<file path="src/cbf_pkg.sv">
// ----------------------------------------------------------------------------
// cbf_pkg
// Shared types, constants and the CRC-8 bit network for the block framer.
// ----------------------------------------------------------------------------
package cbf_pkg;

  // Data bytes in one group; one check byte closes each group
  localparam int GroupDataBytes = 5;
  localparam int PosW           = 3;
  localparam logic [PosW-1:0] GroupEnd = PosW'(GroupDataBytes);

  // Queue between front and back
  localparam int FifoDepth = 4;
  localparam int FifoAw    = $clog2(FifoDepth);

  // Register file
  localparam int AddrW = 4;
  localparam int DataW = 32;
  localparam logic [7:0] PolyRst   = 8'h07;
  localparam logic [7:0] InitRst   = 8'h00;
  localparam logic [7:0] XorOutRst = 8'h00;

  typedef enum logic [1:0] {
    REG_POLY    = 2'd0,
    REG_INIT    = 2'd1,
    REG_XOR_OUT = 2'd2
  } reg_e;

  // Result status codes
  localparam logic [1:0] ST_OK       = 2'd0;
  localparam logic [1:0] ST_MISMATCH = 2'd1;
  localparam logic [1:0] ST_BAD_LEN  = 2'd2;

  // Work kinds handed from front to back
  typedef enum logic [2:0] {
    OP_ENC_DATA,   // data byte only
    OP_ENC_CHECK,  // data byte, then check byte
    OP_ENC_PAD,    // data byte, zero pads, then check byte
    OP_DEC_DATA,   // decoded data byte
    OP_DEC_CHECK   // received check byte
  } op_e;

  // Back-end sequencer phases
  typedef enum logic [1:0] {
    PH_HEAD,
    PH_PAD,
    PH_CRC
  } phase_e;

  typedef struct packed {
    logic [7:0] poly;
    logic [7:0] init;
    logic [7:0] xor_out;
  } cfg_t;

  typedef struct packed {
    op_e             op;
    logic [7:0]      data;
    logic [7:0]      crc;     // running CRC after this byte
    logic [PosW-1:0] pos;     // group position after this byte
    logic [1:0]      status;
  } entry_t;

  // One byte through the MSB-first CRC-8 shift network
  function automatic logic [7:0] crc8_update(input logic [7:0] crc,
                                             input logic [7:0] data,
                                             input logic [7:0] poly);
    logic [7:0] r;
    r = crc ^ data;
    for (int b = 0; b < 8; b++) begin
      if (r[7]) begin
        r = {r[6:0], 1'b0} ^ poly;
      end else begin
        r = {r[6:0], 1'b0};
      end
    end
    return r;
  endfunction

endpackage

</file>
<file path="src/crc8_block_framer.sv">
// ----------------------------------------------------------------------------
// crc8_block_framer
// CRC-8 block framer: five data bytes per group, one check byte per group.
// ----------------------------------------------------------------------------
// Accepts one byte per clock while its four-entry work queue has room (full
// low); the front end runs the one-byte CRC update combinationally. A
// byte's first result reaches the result ports via the work queue and a
// single output register, and results leave at one per cycle while pop
// drains them: an encoded group of five bytes gives six results, a short
// final group one more per zero pad byte plus one for the check byte, with
// padded CRC steps done by the back end one byte per cycle. Configuration
// must be written only while the block is idle, a rule the user enforces.
module crc8_block_framer (
  input  logic                      clk_i,
  input  logic                      rst_ni,
  // input queue
  input  logic                      push,
  output logic                      full,
  input  logic                      action_i,
  input  logic [7:0]                data_byte_i,
  input  logic                      last_byte_i,
  // result queue
  output logic                      empty,
  input  logic                      pop,
  output logic [7:0]                out_byte_o,
  output logic                      is_check_o,
  output logic [1:0]                status_o,
  output logic                      end_of_run_o,
  // configuration
  input  logic                      psel,
  input  logic                      penable,
  input  logic                      pwrite,
  input  logic [cbf_pkg::AddrW-1:0] paddr,
  input  logic [cbf_pkg::DataW-1:0] pwdata,
  output logic [cbf_pkg::DataW-1:0] prdata,
  output logic                      pready
);
  import cbf_pkg::*;

  cfg_t   cfg;
  entry_t q_wdata, q_rdata;
  logic   q_push, q_full, q_pop, q_empty;

  assign full = q_full;

  cbf_regs u_regs (
    .clk_i   (clk_i),
    .rst_ni  (rst_ni),
    .psel    (psel),
    .penable (penable),
    .pwrite  (pwrite),
    .paddr   (paddr),
    .pwdata  (pwdata),
    .prdata  (prdata),
    .pready  (pready),
    .cfg_o   (cfg)
  );

  cbf_front u_front (
    .clk_i       (clk_i),
    .rst_ni      (rst_ni),
    .cfg_i       (cfg),
    .push_i      (push),
    .action_i    (action_i),
    .data_byte_i (data_byte_i),
    .last_byte_i (last_byte_i),
    .q_full_i    (q_full),
    .q_push_o    (q_push),
    .q_entry_o   (q_wdata)
  );

  cbf_fifo u_fifo (
    .clk_i   (clk_i),
    .rst_ni  (rst_ni),
    .push_i  (q_push),
    .wdata_i (q_wdata),
    .full_o  (q_full),
    .pop_i   (q_pop),
    .rdata_o (q_rdata),
    .empty_o (q_empty)
  );

  cbf_back u_back (
    .clk_i        (clk_i),
    .rst_ni       (rst_ni),
    .cfg_i        (cfg),
    .q_empty_i    (q_empty),
    .q_head_i     (q_rdata),
    .q_pop_o      (q_pop),
    .empty        (empty),
    .pop          (pop),
    .out_byte_o   (out_byte_o),
    .is_check_o   (is_check_o),
    .status_o     (status_o),
    .end_of_run_o (end_of_run_o)
  );

  // A nonzero status only ever rides on the last result of a transaction
  a_status_end: assert property (@(posedge clk_i) disable iff (!rst_ni)
    (!empty && status_o != ST_OK) |-> end_of_run_o)
    else $error("status set on a non-final result");

  // Check bytes always close a transaction
  a_check_end: assert property (@(posedge clk_i) disable iff (!rst_ni)
    (!empty && is_check_o) |-> end_of_run_o)
    else $error("check byte not marked end of run");

  // A mismatch can only be reported on a check byte
  a_mismatch_check: assert property (@(posedge clk_i) disable iff (!rst_ni)
    (!empty && status_o == ST_MISMATCH) |-> is_check_o)
    else $error("mismatch reported on a data byte");

  // Queue never written while full
  a_no_overflow: assert property (@(posedge clk_i) disable iff (!rst_ni)
    q_full |-> !q_push)
    else $error("work queue overflow");

endmodule

</file>
<file path="src/cbf_regs.sv">
// ----------------------------------------------------------------------------
// cbf_regs
// APB-style register file holding polynomial, init value and output XOR.
// ----------------------------------------------------------------------------
module cbf_regs (
  input  logic                      clk_i,
  input  logic                      rst_ni,
  input  logic                      psel,
  input  logic                      penable,
  input  logic                      pwrite,
  input  logic [cbf_pkg::AddrW-1:0] paddr,
  input  logic [cbf_pkg::DataW-1:0] pwdata,
  output logic [cbf_pkg::DataW-1:0] prdata,
  output logic                      pready,
  output cbf_pkg::cfg_t             cfg_o
);
  import cbf_pkg::*;

  cfg_t cfg_q, cfg_d;
  reg_e sel;
  logic wr_en;

  assign pready = 1'b1;
  assign sel    = reg_e'(paddr[AddrW-1:2]);
  assign wr_en  = psel & penable & pwrite & pready;

  // Register write decode
  always_comb begin
    cfg_d = cfg_q;
    if (wr_en) begin
      case (sel)
        REG_POLY:    cfg_d.poly    = pwdata[7:0];
        REG_INIT:    cfg_d.init    = pwdata[7:0];
        REG_XOR_OUT: cfg_d.xor_out = pwdata[7:0];
        default:     cfg_d = cfg_q;
      endcase
    end
  end

  always_ff @(posedge clk_i or negedge rst_ni) begin
    if (!rst_ni) begin
      cfg_q.poly    <= PolyRst;
      cfg_q.init    <= InitRst;
      cfg_q.xor_out <= XorOutRst;
    end else begin
      cfg_q <= cfg_d;
    end
  end

  // Read mux
  always_comb begin
    case (sel)
      REG_POLY:    prdata = {{(DataW-8){1'b0}}, cfg_q.poly};
      REG_INIT:    prdata = {{(DataW-8){1'b0}}, cfg_q.init};
      REG_XOR_OUT: prdata = {{(DataW-8){1'b0}}, cfg_q.xor_out};
      default:     prdata = '0;
    endcase
  end

  assign cfg_o = cfg_q;

endmodule

</file>
<file path="src/cbf_front.sv">
// ----------------------------------------------------------------------------
// cbf_front
// Accepts bytes, tracks group position and running CRC, classifies work.
// ----------------------------------------------------------------------------
module cbf_front (
  input  logic            clk_i,
  input  logic            rst_ni,
  input  cbf_pkg::cfg_t   cfg_i,
  input  logic            push_i,
  input  logic            action_i,
  input  logic [7:0]      data_byte_i,
  input  logic            last_byte_i,
  input  logic            q_full_i,
  output logic            q_push_o,
  output cbf_pkg::entry_t q_entry_o
);
  import cbf_pkg::*;

  logic [7:0]      crc_q, crc_d;
  logic [PosW-1:0] pos_q, pos_d;
  logic [7:0]      crc_upd;
  logic [PosW-1:0] pos_inc;

  assign q_push_o = push_i & ~q_full_i;
  assign crc_upd  = crc8_update(crc_q, data_byte_i, cfg_i.poly);
  assign pos_inc  = pos_q + PosW'(1);

  // Classify the byte and advance the group state
  always_comb begin
    crc_d            = crc_q;
    pos_d            = pos_q;
    q_entry_o.data   = data_byte_i;
    q_entry_o.crc    = crc_upd;
    q_entry_o.pos    = pos_inc;
    q_entry_o.status = ST_OK;
    q_entry_o.op     = OP_ENC_DATA;
    if (!action_i) begin
      if (pos_inc >= GroupEnd) begin
        q_entry_o.op = OP_ENC_CHECK;
        crc_d        = cfg_i.init;
        pos_d        = '0;
      end else if (last_byte_i) begin
        q_entry_o.op = OP_ENC_PAD;
        crc_d        = cfg_i.init;
        pos_d        = '0;
      end else begin
        crc_d = crc_upd;
        pos_d = pos_inc;
      end
    end else begin
      if (pos_q >= GroupEnd) begin
        q_entry_o.op     = OP_DEC_CHECK;
        q_entry_o.status = ((crc_q ^ cfg_i.xor_out) != data_byte_i) ? ST_MISMATCH : ST_OK;
        crc_d            = cfg_i.init;
        pos_d            = '0;
      end else begin
        q_entry_o.op = OP_DEC_DATA;
        if (last_byte_i) begin
          q_entry_o.status = ST_BAD_LEN;
          crc_d            = cfg_i.init;
          pos_d            = '0;
        end else begin
          crc_d = crc_upd;
          pos_d = pos_inc;
        end
      end
    end
  end

  always_ff @(posedge clk_i or negedge rst_ni) begin
    if (!rst_ni) begin
      crc_q <= InitRst;
      pos_q <= '0;
    end else if (q_push_o) begin
      crc_q <= crc_d;
      pos_q <= pos_d;
    end
  end

endmodule

</file>
<file path="src/cbf_fifo.sv">
// ----------------------------------------------------------------------------
// cbf_fifo
// Short work queue between front and back.
// ----------------------------------------------------------------------------
module cbf_fifo (
  input  logic            clk_i,
  input  logic            rst_ni,
  input  logic            push_i,
  input  cbf_pkg::entry_t wdata_i,
  output logic            full_o,
  input  logic            pop_i,
  output cbf_pkg::entry_t rdata_o,
  output logic            empty_o
);
  import cbf_pkg::*;

  entry_t            mem_q [FifoDepth];
  logic [FifoAw-1:0] wr_ptr_q, rd_ptr_q;
  logic [FifoAw:0]   count_q;

  assign full_o  = (count_q == (FifoAw+1)'(FifoDepth));
  assign empty_o = (count_q == '0);
  assign rdata_o = mem_q[rd_ptr_q];

  // Storage
  always_ff @(posedge clk_i) begin
    if (push_i) begin
      mem_q[wr_ptr_q] <= wdata_i;
    end
  end

  // Pointers and fill count
  always_ff @(posedge clk_i or negedge rst_ni) begin
    if (!rst_ni) begin
      wr_ptr_q <= '0;
      rd_ptr_q <= '0;
      count_q  <= '0;
    end else begin
      if (push_i) begin
        wr_ptr_q <= wr_ptr_q + FifoAw'(1);
      end
      if (pop_i) begin
        rd_ptr_q <= rd_ptr_q + FifoAw'(1);
      end
      if (push_i && !pop_i) begin
        count_q <= count_q + (FifoAw+1)'(1);
      end else if (pop_i && !push_i) begin
        count_q <= count_q - (FifoAw+1)'(1);
      end
    end
  end

endmodule

</file>
<file path="src/cbf_back.sv">
// ----------------------------------------------------------------------------
// cbf_back
// Expands queued work into result bytes: data, zero pads and check bytes.
// ----------------------------------------------------------------------------
module cbf_back (
  input  logic            clk_i,
  input  logic            rst_ni,
  input  cbf_pkg::cfg_t   cfg_i,
  input  logic            q_empty_i,
  input  cbf_pkg::entry_t q_head_i,
  output logic            q_pop_o,
  output logic            empty,
  input  logic            pop,
  output logic [7:0]      out_byte_o,
  output logic            is_check_o,
  output logic [1:0]      status_o,
  output logic            end_of_run_o
);
  import cbf_pkg::*;

  phase_e          phase_q, phase_d;
  logic [7:0]      crc_q, crc_d;
  logic [PosW-1:0] pos_q, pos_d;
  logic            out_valid_q;
  logic [7:0]      out_byte_q, res_byte;
  logic            is_check_q, res_check;
  logic [1:0]      status_q, res_status;
  logic            end_q, res_end;
  logic            take, adv;

  // Output slot can load when empty or being drained this cycle
  assign take = ~out_valid_q | pop;
  assign adv  = take & ~q_empty_i;

  // Sequencer: next phase and the result for this phase
  always_comb begin
    phase_d    = phase_q;
    crc_d      = crc_q;
    pos_d      = pos_q;
    q_pop_o    = 1'b0;
    res_byte   = q_head_i.data;
    res_check  = 1'b0;
    res_status = ST_OK;
    res_end    = 1'b1;
    case (phase_q)
      PH_HEAD: begin
        res_check  = (q_head_i.op == OP_DEC_CHECK);
        res_status = q_head_i.status;
        res_end    = (q_head_i.op != OP_ENC_CHECK) && (q_head_i.op != OP_ENC_PAD);
        if (adv) begin
          crc_d = q_head_i.crc;
          pos_d = q_head_i.pos;
          if (q_head_i.op == OP_ENC_CHECK) begin
            phase_d = PH_CRC;
          end else if (q_head_i.op == OP_ENC_PAD) begin
            phase_d = PH_PAD;
          end else begin
            q_pop_o = 1'b1;
          end
        end
      end
      PH_PAD: begin
        res_byte = 8'h00;
        res_end  = 1'b0;
        if (adv) begin
          crc_d = crc8_update(crc_q, 8'h00, cfg_i.poly);
          pos_d = pos_q + PosW'(1);
          if (pos_d >= GroupEnd) begin
            phase_d = PH_CRC;
          end
        end
      end
      PH_CRC: begin
        res_byte  = crc_q ^ cfg_i.xor_out;
        res_check = 1'b1;
        if (adv) begin
          q_pop_o = 1'b1;
          phase_d = PH_HEAD;
        end
      end
      default: begin
        phase_d = PH_HEAD;
      end
    endcase
  end

  always_ff @(posedge clk_i or negedge rst_ni) begin
    if (!rst_ni) begin
      phase_q <= PH_HEAD;
      crc_q   <= '0;
      pos_q   <= '0;
    end else begin
      phase_q <= phase_d;
      crc_q   <= crc_d;
      pos_q   <= pos_d;
    end
  end

  // Output register
  always_ff @(posedge clk_i or negedge rst_ni) begin
    if (!rst_ni) begin
      out_valid_q <= 1'b0;
    end else if (take) begin
      out_valid_q <= ~q_empty_i;
    end
  end

  always_ff @(posedge clk_i) begin
    if (adv) begin
      out_byte_q <= res_byte;
      is_check_q <= res_check;
      status_q   <= res_status;
      end_q      <= res_end;
    end
  end

  assign empty        = ~out_valid_q;
  assign out_byte_o   = out_byte_q;
  assign is_check_o   = is_check_q;
  assign status_o     = status_q;
  assign end_of_run_o = end_q;

endmodule
</file>
<file path="config.mk">
export PLATFORM = sky130hd
export DESIGN_NAME = crc8_block_framer
export DESIGN_NICKNAME = d
export VERILOG_FILES = /design/src/cbf_pkg.sv /design/src/crc8_block_framer.sv /design/src/cbf_regs.sv /design/src/cbf_front.sv /design/src/cbf_fifo.sv /design/src/cbf_back.sv
export SDC_FILE = /design/constraint.sdc
export NUM_CORES = 1
export LEC_CHECK = 0
export BUFFER_PORTS_ARGS = -buffer_cell sky130_fd_sc_hd__clkbuf_2
export CAP_MARGIN = 20
export CORE_ASPECT_RATIO = 1.5
export CORE_MARGIN = 4
export CORE_UTILIZATION = 58
export DETAILED_ROUTE_END_ITERATION = 6
export HOLD_SLACK_MARGIN = 0.03
export PLACE_DENSITY = 0.81
export SYNTH_ARGS = -nofsm -noshare
export SYNTH_HDL_FRONTEND = slang
export SYNTH_HIERARCHICAL = 1
export SYNTH_SLANG_ARGS = --single-unit
</file>
<file path="constraint.sdc">
create_clock -name clk_i -period 4.9 [get_ports clk_i]
set_clock_uncertainty 0.1 [all_clocks]
set_input_delay 0.98 -clock clk_i [delete_from_list [all_inputs] [get_ports clk_i]]
set_output_delay 0.98 -clock clk_i [all_outputs]
set_load 0.01 [all_outputs]
</file>
==> impl_metrics.yaml, run 1 <==
yosys:
  syn_area_per_cell_um2: 11.31
  synth-main-ff-cell: "edfxtp_1"
  yosys_warnings: 6
  synth_cell_types: 92
  netlist_instances: 931
  synthTopCellsByCount: "edfxtp_1, nand2_1, xnor2_1, dfrtp_1, nor2_1"
  synth-seq-area-share_pct: 44.15
  async_flop_share_pct: 34.15
  ys_top_cells_by_area: "edfxtp_1, dfrtp_1, xnor2_1"
  netlist.top_cell.by_area: "edfxtp_1"
  netlist_area_mm2: 0.01053
  synth_edf_count: 108
  yosys.area.top_type_share_pct: 30.80
  ys_ff_latch: 164
  synth.most_common_cell: "edfxtp_1"
clock_tree:
  clk-insertion-delay-late_ns: 0.42
  postCtsResizedCells: 0
  root_buffer: "clkbuf_16"
  postCtsSetupBuffers: 0
  htree_levels: 4
  clkSlewWorstSetupHoldPaths_ns: 0.07
  cts_tree: "built"
  hold_buffers: 0
  clock-sinks: 164
  clock_tree.buffer_depth: 2
  cts_buffers: 17
die:
  initial_core_util_pct: 58.93
  rows: 60
  dieWidth_um: 118.0
  die_area_mm2: 0.02042
  core_area_mm2: 0.01787
  io_pins: 100
  die_y_um: 173.0
timing:
  setup_tns_ns: 0
  hold_violations: 0
  clock.fmax_mhz: 222.4
  fin_crit_sh_pct: 91.76
  rsz0062_at_grt: "no"
  period_needed_ns: 4.496
  tightestPinTransition_ns: 0.9613
  relSlewSlack_pct: 35.91
  drv_slew: 0
  setup_viol: 0
route:
  drc: 0
  routed_via_density: 6.318
  vias: 7620
  antenna_left: 0
  first_iter_violations: 816
  wl_per_cell_um: 21.30
  wl_um: 25680
  firstDrtPassIters: 6
worst_setup_path:
  start_kind: "input port"
  crit_required_ns: 5.10
  cp.arrival_ns: 4.70
  worstSetupEndpointType: "register"
  crit_fanout: 9
  critical_path_class: "input port to register"
global_routing:
  grt_pass1_wl_um: 40690
  grt_usage_pct: 25.17
  antenna_found_initial: 0
  grt_overflow_total: 0
  grt_pass1_vias: 7530
  grt_start_max_net_pins: 58
flow_run:
  maxCapViolCount: 0
final_layout:
  fillers: 1331
  diodes: 0
  drive_above_1_share_pct: 20.73
  syn_to_final_growth_pct: 9.186
  fin_nets: 1043
  multi_input_area_mm2: 0.005254
  register_area_mm2: 0.004648
run_status:
  status: "finished, final reports clean"
placed_design:
  portBuffers: 48
  place.gp.congestion: 0.8813
  dp_hpwl_um: 17610
min_path:
  hold_path.class: "register to register"
-- placed cells by master, fill, tap and decap left out, types with 25 or more instances in the layout --
cell type  count
nand2_1      101
buf_4         41
nor2_1        52
clkbuf_2      48
xnor2_1       70
conb_1        25
inv_1         38
edfxtp_1     108
dfrtp_1       53
a21oi_1       30
xor2_1        26
o21ai_0       46
-- final timing paths --
path                                   start           endpoint  slack [ns]  cells after the start
max reg2reg                 u_front/crc_q[5]   u_front/crc_q[2]        0.55                     14
min in group asynchronous             rst_ni   u_regs/cfg_o[22]        0.59                      2
max                           data_byte_i[5]   u_front/crc_q[2]        0.40                     15
min                        u_fifo/count_q[2]  u_fifo/count_q[2]        0.38                      1
min reg2reg                u_fifo/count_q[2]  u_fifo/count_q[2]        0.38                      1
max in group asynchronous             rst_ni   u_front/pos_q[0]        3.59                      2
-- final cells by class --
cell class              instances  area share (%)
inverters                      40           1.306
flip-flops and latches        164           40.43
clock buffers                  17           3.700
multi-input cells             662           45.70
repair buffers                 91           5.115
well taps                     217           2.362
clock inverters                15           1.382
-- metrics by stage --
| stage | std cells | hold slack, ns | setup WS (ns) | instance area, um^2 | util [%] |
|---|---|---|---|---|---|
| 4_1_cts | 1206 | 0.3855 | 0.4321 | 11500 | 64.34 |
| 6_report | 1206 | 0.3841 | 0.4037 | 11500 | 64.34 |
| 5_1_grt | 1206 | 0.4021 | 0.1818 | 11500 | 64.34 |
| 3_3_place_gp | 1174 | 0.3715 | 0.08033 | 10910 | 61.07 |
| 3_5_place_dp | 1174 | 0.3723 | 0.02030 | 10910 | 61.07 |
| 2_1_floorplan | 954 | 0.3563 | 0.4292 | 10620 | - |
-- cells by family (layout without fill, tap and decap cells) --
family,Yosys count,in the layout,synth area share [%]
xor+xnor,124,124,13.77
buf+inv,128,163,6.774
fa+ha+maj,14,14,1.735
mux,65,65,9.899
other cells,2,25,0.07133
simple gates,252,252,11.63
compound gates,182,182,11.97
flops,164,164,44.15
-- flip-flops by register name (all words and copies together), names as in the netlist --
signal and cells:
u_back/crc_q 8, u_back/end_of_run_o 1, u_back/is_check_o 1, u_back/out_byte_o 8
u_back/out_valid_q 1, u_back/phase_q 2, u_back/pos_q 3, u_back/status_o 2
u_fifo/count_q 3, u_fifo/mem_q 96, u_fifo/rd_ptr_q 2, u_fifo/wr_ptr_q 2
u_front/crc_q 8, u_front/pos_q 3, u_regs/cfg_o 24
-- critical path, stage by stage --
cell and delay, ns:
clkbuf_2 0.11, xnor2_2 0.54, nor2_1 0.10, or4_1 0.48, o311ai_1 0.10, buf_4 0.17
o21a_1 0.19, nor2_1 0.12, xnor2_1 0.23, xnor3_1 0.38, o22a_1 0.33, a221oi_2 0.29
xnor3_1 0.50, nand2_1 0.10, a21oi_1 0.08
-- metal layers --
layer | wire length [um] | GRT usage (%)
met5 | 0 | 0
met3 | 1557 | 3.338
met4 | 1320 | 12.62
met1 | 9292 | 28.89
met2 | 13510 | 45.81
Power of run 1 is left out: the tool's default activity adds up to more than one toggle a clock period on the data nets, which glitch-free logic cannot reach.
==> inputs of run 2 (changes only) <==
- ABC_AREA: not set -> 1
==> run 2 against run 1 <==
Compared with the run above: synthesized area is 5.1% higher; cell area is 2.7% higher; synthesized cell count is 53% higher; worst hold slack better by 0.018 ns; sequential cell count stayed put; clock-buffer cell count is 2 higher; die area is 4.8% higher; critical endpoint is now u_front/crc_q[0].
==> impl_metrics.yaml, run 2 <==
yosys:
  ys_top_cells_by_area: "edfxtp_1, nand2_1, dfrtp_1"
  synth.most_common_cell: "nand2_1"
  synth-seq-area-share_pct: 42.02
  syn_area_per_cell_um2: 7.763
  synth_cell_types: 49
  synth-main-ff-cell: "edfxtp_1"
  synthTopCellsByCount: "nand2_1, inv_1, nand3_1, edfxtp_1, nor2_1"
  yosys.area.top_type_share_pct: 29.32
  yosys_warnings: 6
  ys_ff_latch: 164
  netlist_area_mm2: 0.01106
  async_flop_share_pct: 34.15
  netlist_instances: 1425
  synth_edf_count: 108
  netlist.top_cell.by_area: "edfxtp_1"
timing:
  fin_crit_sh_pct: 80.17
  worst_slack_ns: 0.9715
  relSlewSlack_pct: 25.12
  hold_ws_ns: 0.4024
  drv_slew: 0
  rsz0062_at_grt: "no"
  tightestPinTransition_ns: 1.122
  setup_tns_ns: 0
  setup_viol: 0
  hold_violations: 0
  clock.fmax_mhz: 254.6
  period_needed_ns: 3.928
die:
  io_pins: 100
  rows: 61
  die_y_um: 177.1
  dieWidth_um: 120.8
  initial_core_util_pct: 59.40
  core_area_mm2: 0.01862
  die_area_mm2: 0.02139
clock_tree:
  hold_buffers: 0
  cts_buffers: 17
  clock_tree.buffer_depth: 2
  clkSlewWorstSetupHoldPaths_ns: 0.06
  cts_tree: "built"
  postCtsResizedCells: 0
  htree_levels: 4
  postCtsSetupBuffers: 0
  clock-sinks: 164
  clk-insertion-delay-late_ns: 0.43
  root_buffer: "clkbuf_16"
placed_design:
  dp_hpwl_um: 18770
  post-place-ws_ns: 0.6301
  postPlaceCellArea_mm2: 0.01123
  place.gp.congestion: 0.9138
  portBuffers: 48
final_layout:
  layout_common_cells: "nand2_1, inv_1, nand3_1"
  drive_above_1_share_pct: 15.36
  syn_to_final_growth_pct: 6.696
  top_register: "u_fifo/mem_q"
  final_area_mm2: 0.01180
  final_common_cell: "nand2_1"
  fin_nets: 1512
  largest_reg_flops: 96
worst_setup_path:
  path_cells: "clkbuf_2 -> xnor2_1 -> inv_1 -> nand2_1 -> nand2_2 -> nand2_1 -> nand3_1 -> nand2_2 -> nand3_4 -> nand2_2 -> nand2_2 -> o21ai_1 -> nand2_1 -> nor2_2 -> nor2_8 -> nand3_4 -> nand2_4 -> nor2_1 -> o21ai_0 -> a21oi_1"
  cp_slowest_cell: "xnor2_1"
  start_kind: "input port"
  crit_fanout: 10
  slowest_delay_ns: 0.48
  crit_top_cell: "nand2_2"
  r2r_cells: 21
  critical_path_class: "input port to register"
  worstSetupEndpointType: "register"
  crit_required_ns: 5.14
  cp.arrival_ns: 4.17
min_path:
  hold_path.class: "register to register"
  hold_depth: 2
route:
  first_iter_violations: 887
  dr_wl_met2_um: 13290
  dr.max_layer_used: "met4"
  routed_via_density: 5.343
  antenna_left: 0
  drt-met1-wl_um: 10520
  drc: 0
  wl_met3_um: 1357
  wl_um: 26040
  firstDrtPassIters: 5
  wl_per_cell_um: 15.22
  vias: 9142
power:
  powerDensity_mw_per_mm2: 750.6
  vdd_drop_max_v: 0.0004423
  p_leak_nw: 5.682
run_status:
  status: "finished, final reports clean"
flow_run:
  maxCapViolCount: 0
global_routing:
  grt_pass1_wl_um: 41670
  grt_usage_pct: 24.68
  grt_pass1_vias: 8459
  antenna_found_initial: 1
  grt_start_max_net_pins: 67
  grt_overflow_total: 0
[run 2: cell count changes after synthesis, sizes merged, moves of 14 or more]
cell and delta:
o22ai -14, buf +15, o21ai -27, xnor2 -47, xnor3 -18, mux4 -24, nand2 +457, mux2 -28
inv +142, o211ai +44, nand3 +122, clkbuf -21, nor2 +47
[run 2: power by group]
group	switching [mW]	internal [mW]
clock network	0.568	0.718
logic	3.44	1.60
registers	0.382	2.15
total	4.39	4.47
[run 2: kinds of logic (layout without fill, tap and decap cells)]
family          after synthesis  in the layout  synth area share [%]
compound gates              113            113                 7.398
flops                       164            164                 42.02
other cells                   2             26               0.06789
fa+ha+maj                    14             14                 1.651
buf+inv                     267            277                 11.40
xor+xnor                     51             51                 4.174
simple gates                814            814                 33.29
[run 2: path summary, 6_finish.rpt]
path,startpoint,endpoint,slack [ns]
worst max-delay path,data_byte_i[5],u_front/crc_q[0],0.97
worst min-delay path,u_fifo/count_q[2],u_fifo/count_q[2],0.40
worst max register to register,u_regs/cfg_o[23],u_back/crc_q[7],0.99
worst min register to register,u_fifo/count_q[2],u_fifo/count_q[2],0.40
max in group asynchronous,rst_ni,u_fifo/rd_ptr_q[0],3.22
min in group asynchronous,rst_ni,u_regs/cfg_o[22],0.55
[run 2: per-layer routing]
layer | track usage, % | up-vias
met3 | 2.622 | 56
met4 | 11.81 | 0
met1 | 30.07 | 4264
li1 | - | 4513
met5 | 0 | -
met2 | 43.53 | 309
[run 2: worst max-delay path, delay by kind of cell]
kind	cells	cell delay [ns]
buffers and inverters	2	0.27
XOR/XNOR	1	0.48
AO/OA/AOI/OAI	3	0.43
AND/OR/NAND/NOR	14	2.00
[run 2: final cells by class]
type	count	area, um^2
repair buffers	60	330.3
well taps	252	315.3
multi-input cells	1017	5239
diodes	1	2.502
inverters	185	694.4
fillers	1611	6820
flip-flops and latches	164	4651
clock buffers	19	432.9
clock inverters	13	137.6
[run 2: per-stage QoR]
| step | util, % | instances | power [mW] |
|---|---|---|---|
| floorplan | - | 1448 | 6.476 |
| global placement | 60.30 | 1678 | 7.345 |
| CTS | 63.36 | 1710 | 8.812 |
| detailed placement | 60.30 | 1678 | 7.501 |
| global route | 63.38 | 1711 | 9.571 |
| finish | 63.38 | 1711 | 8.859 |
Note: power is estimated with default switching activity, not from simulation.
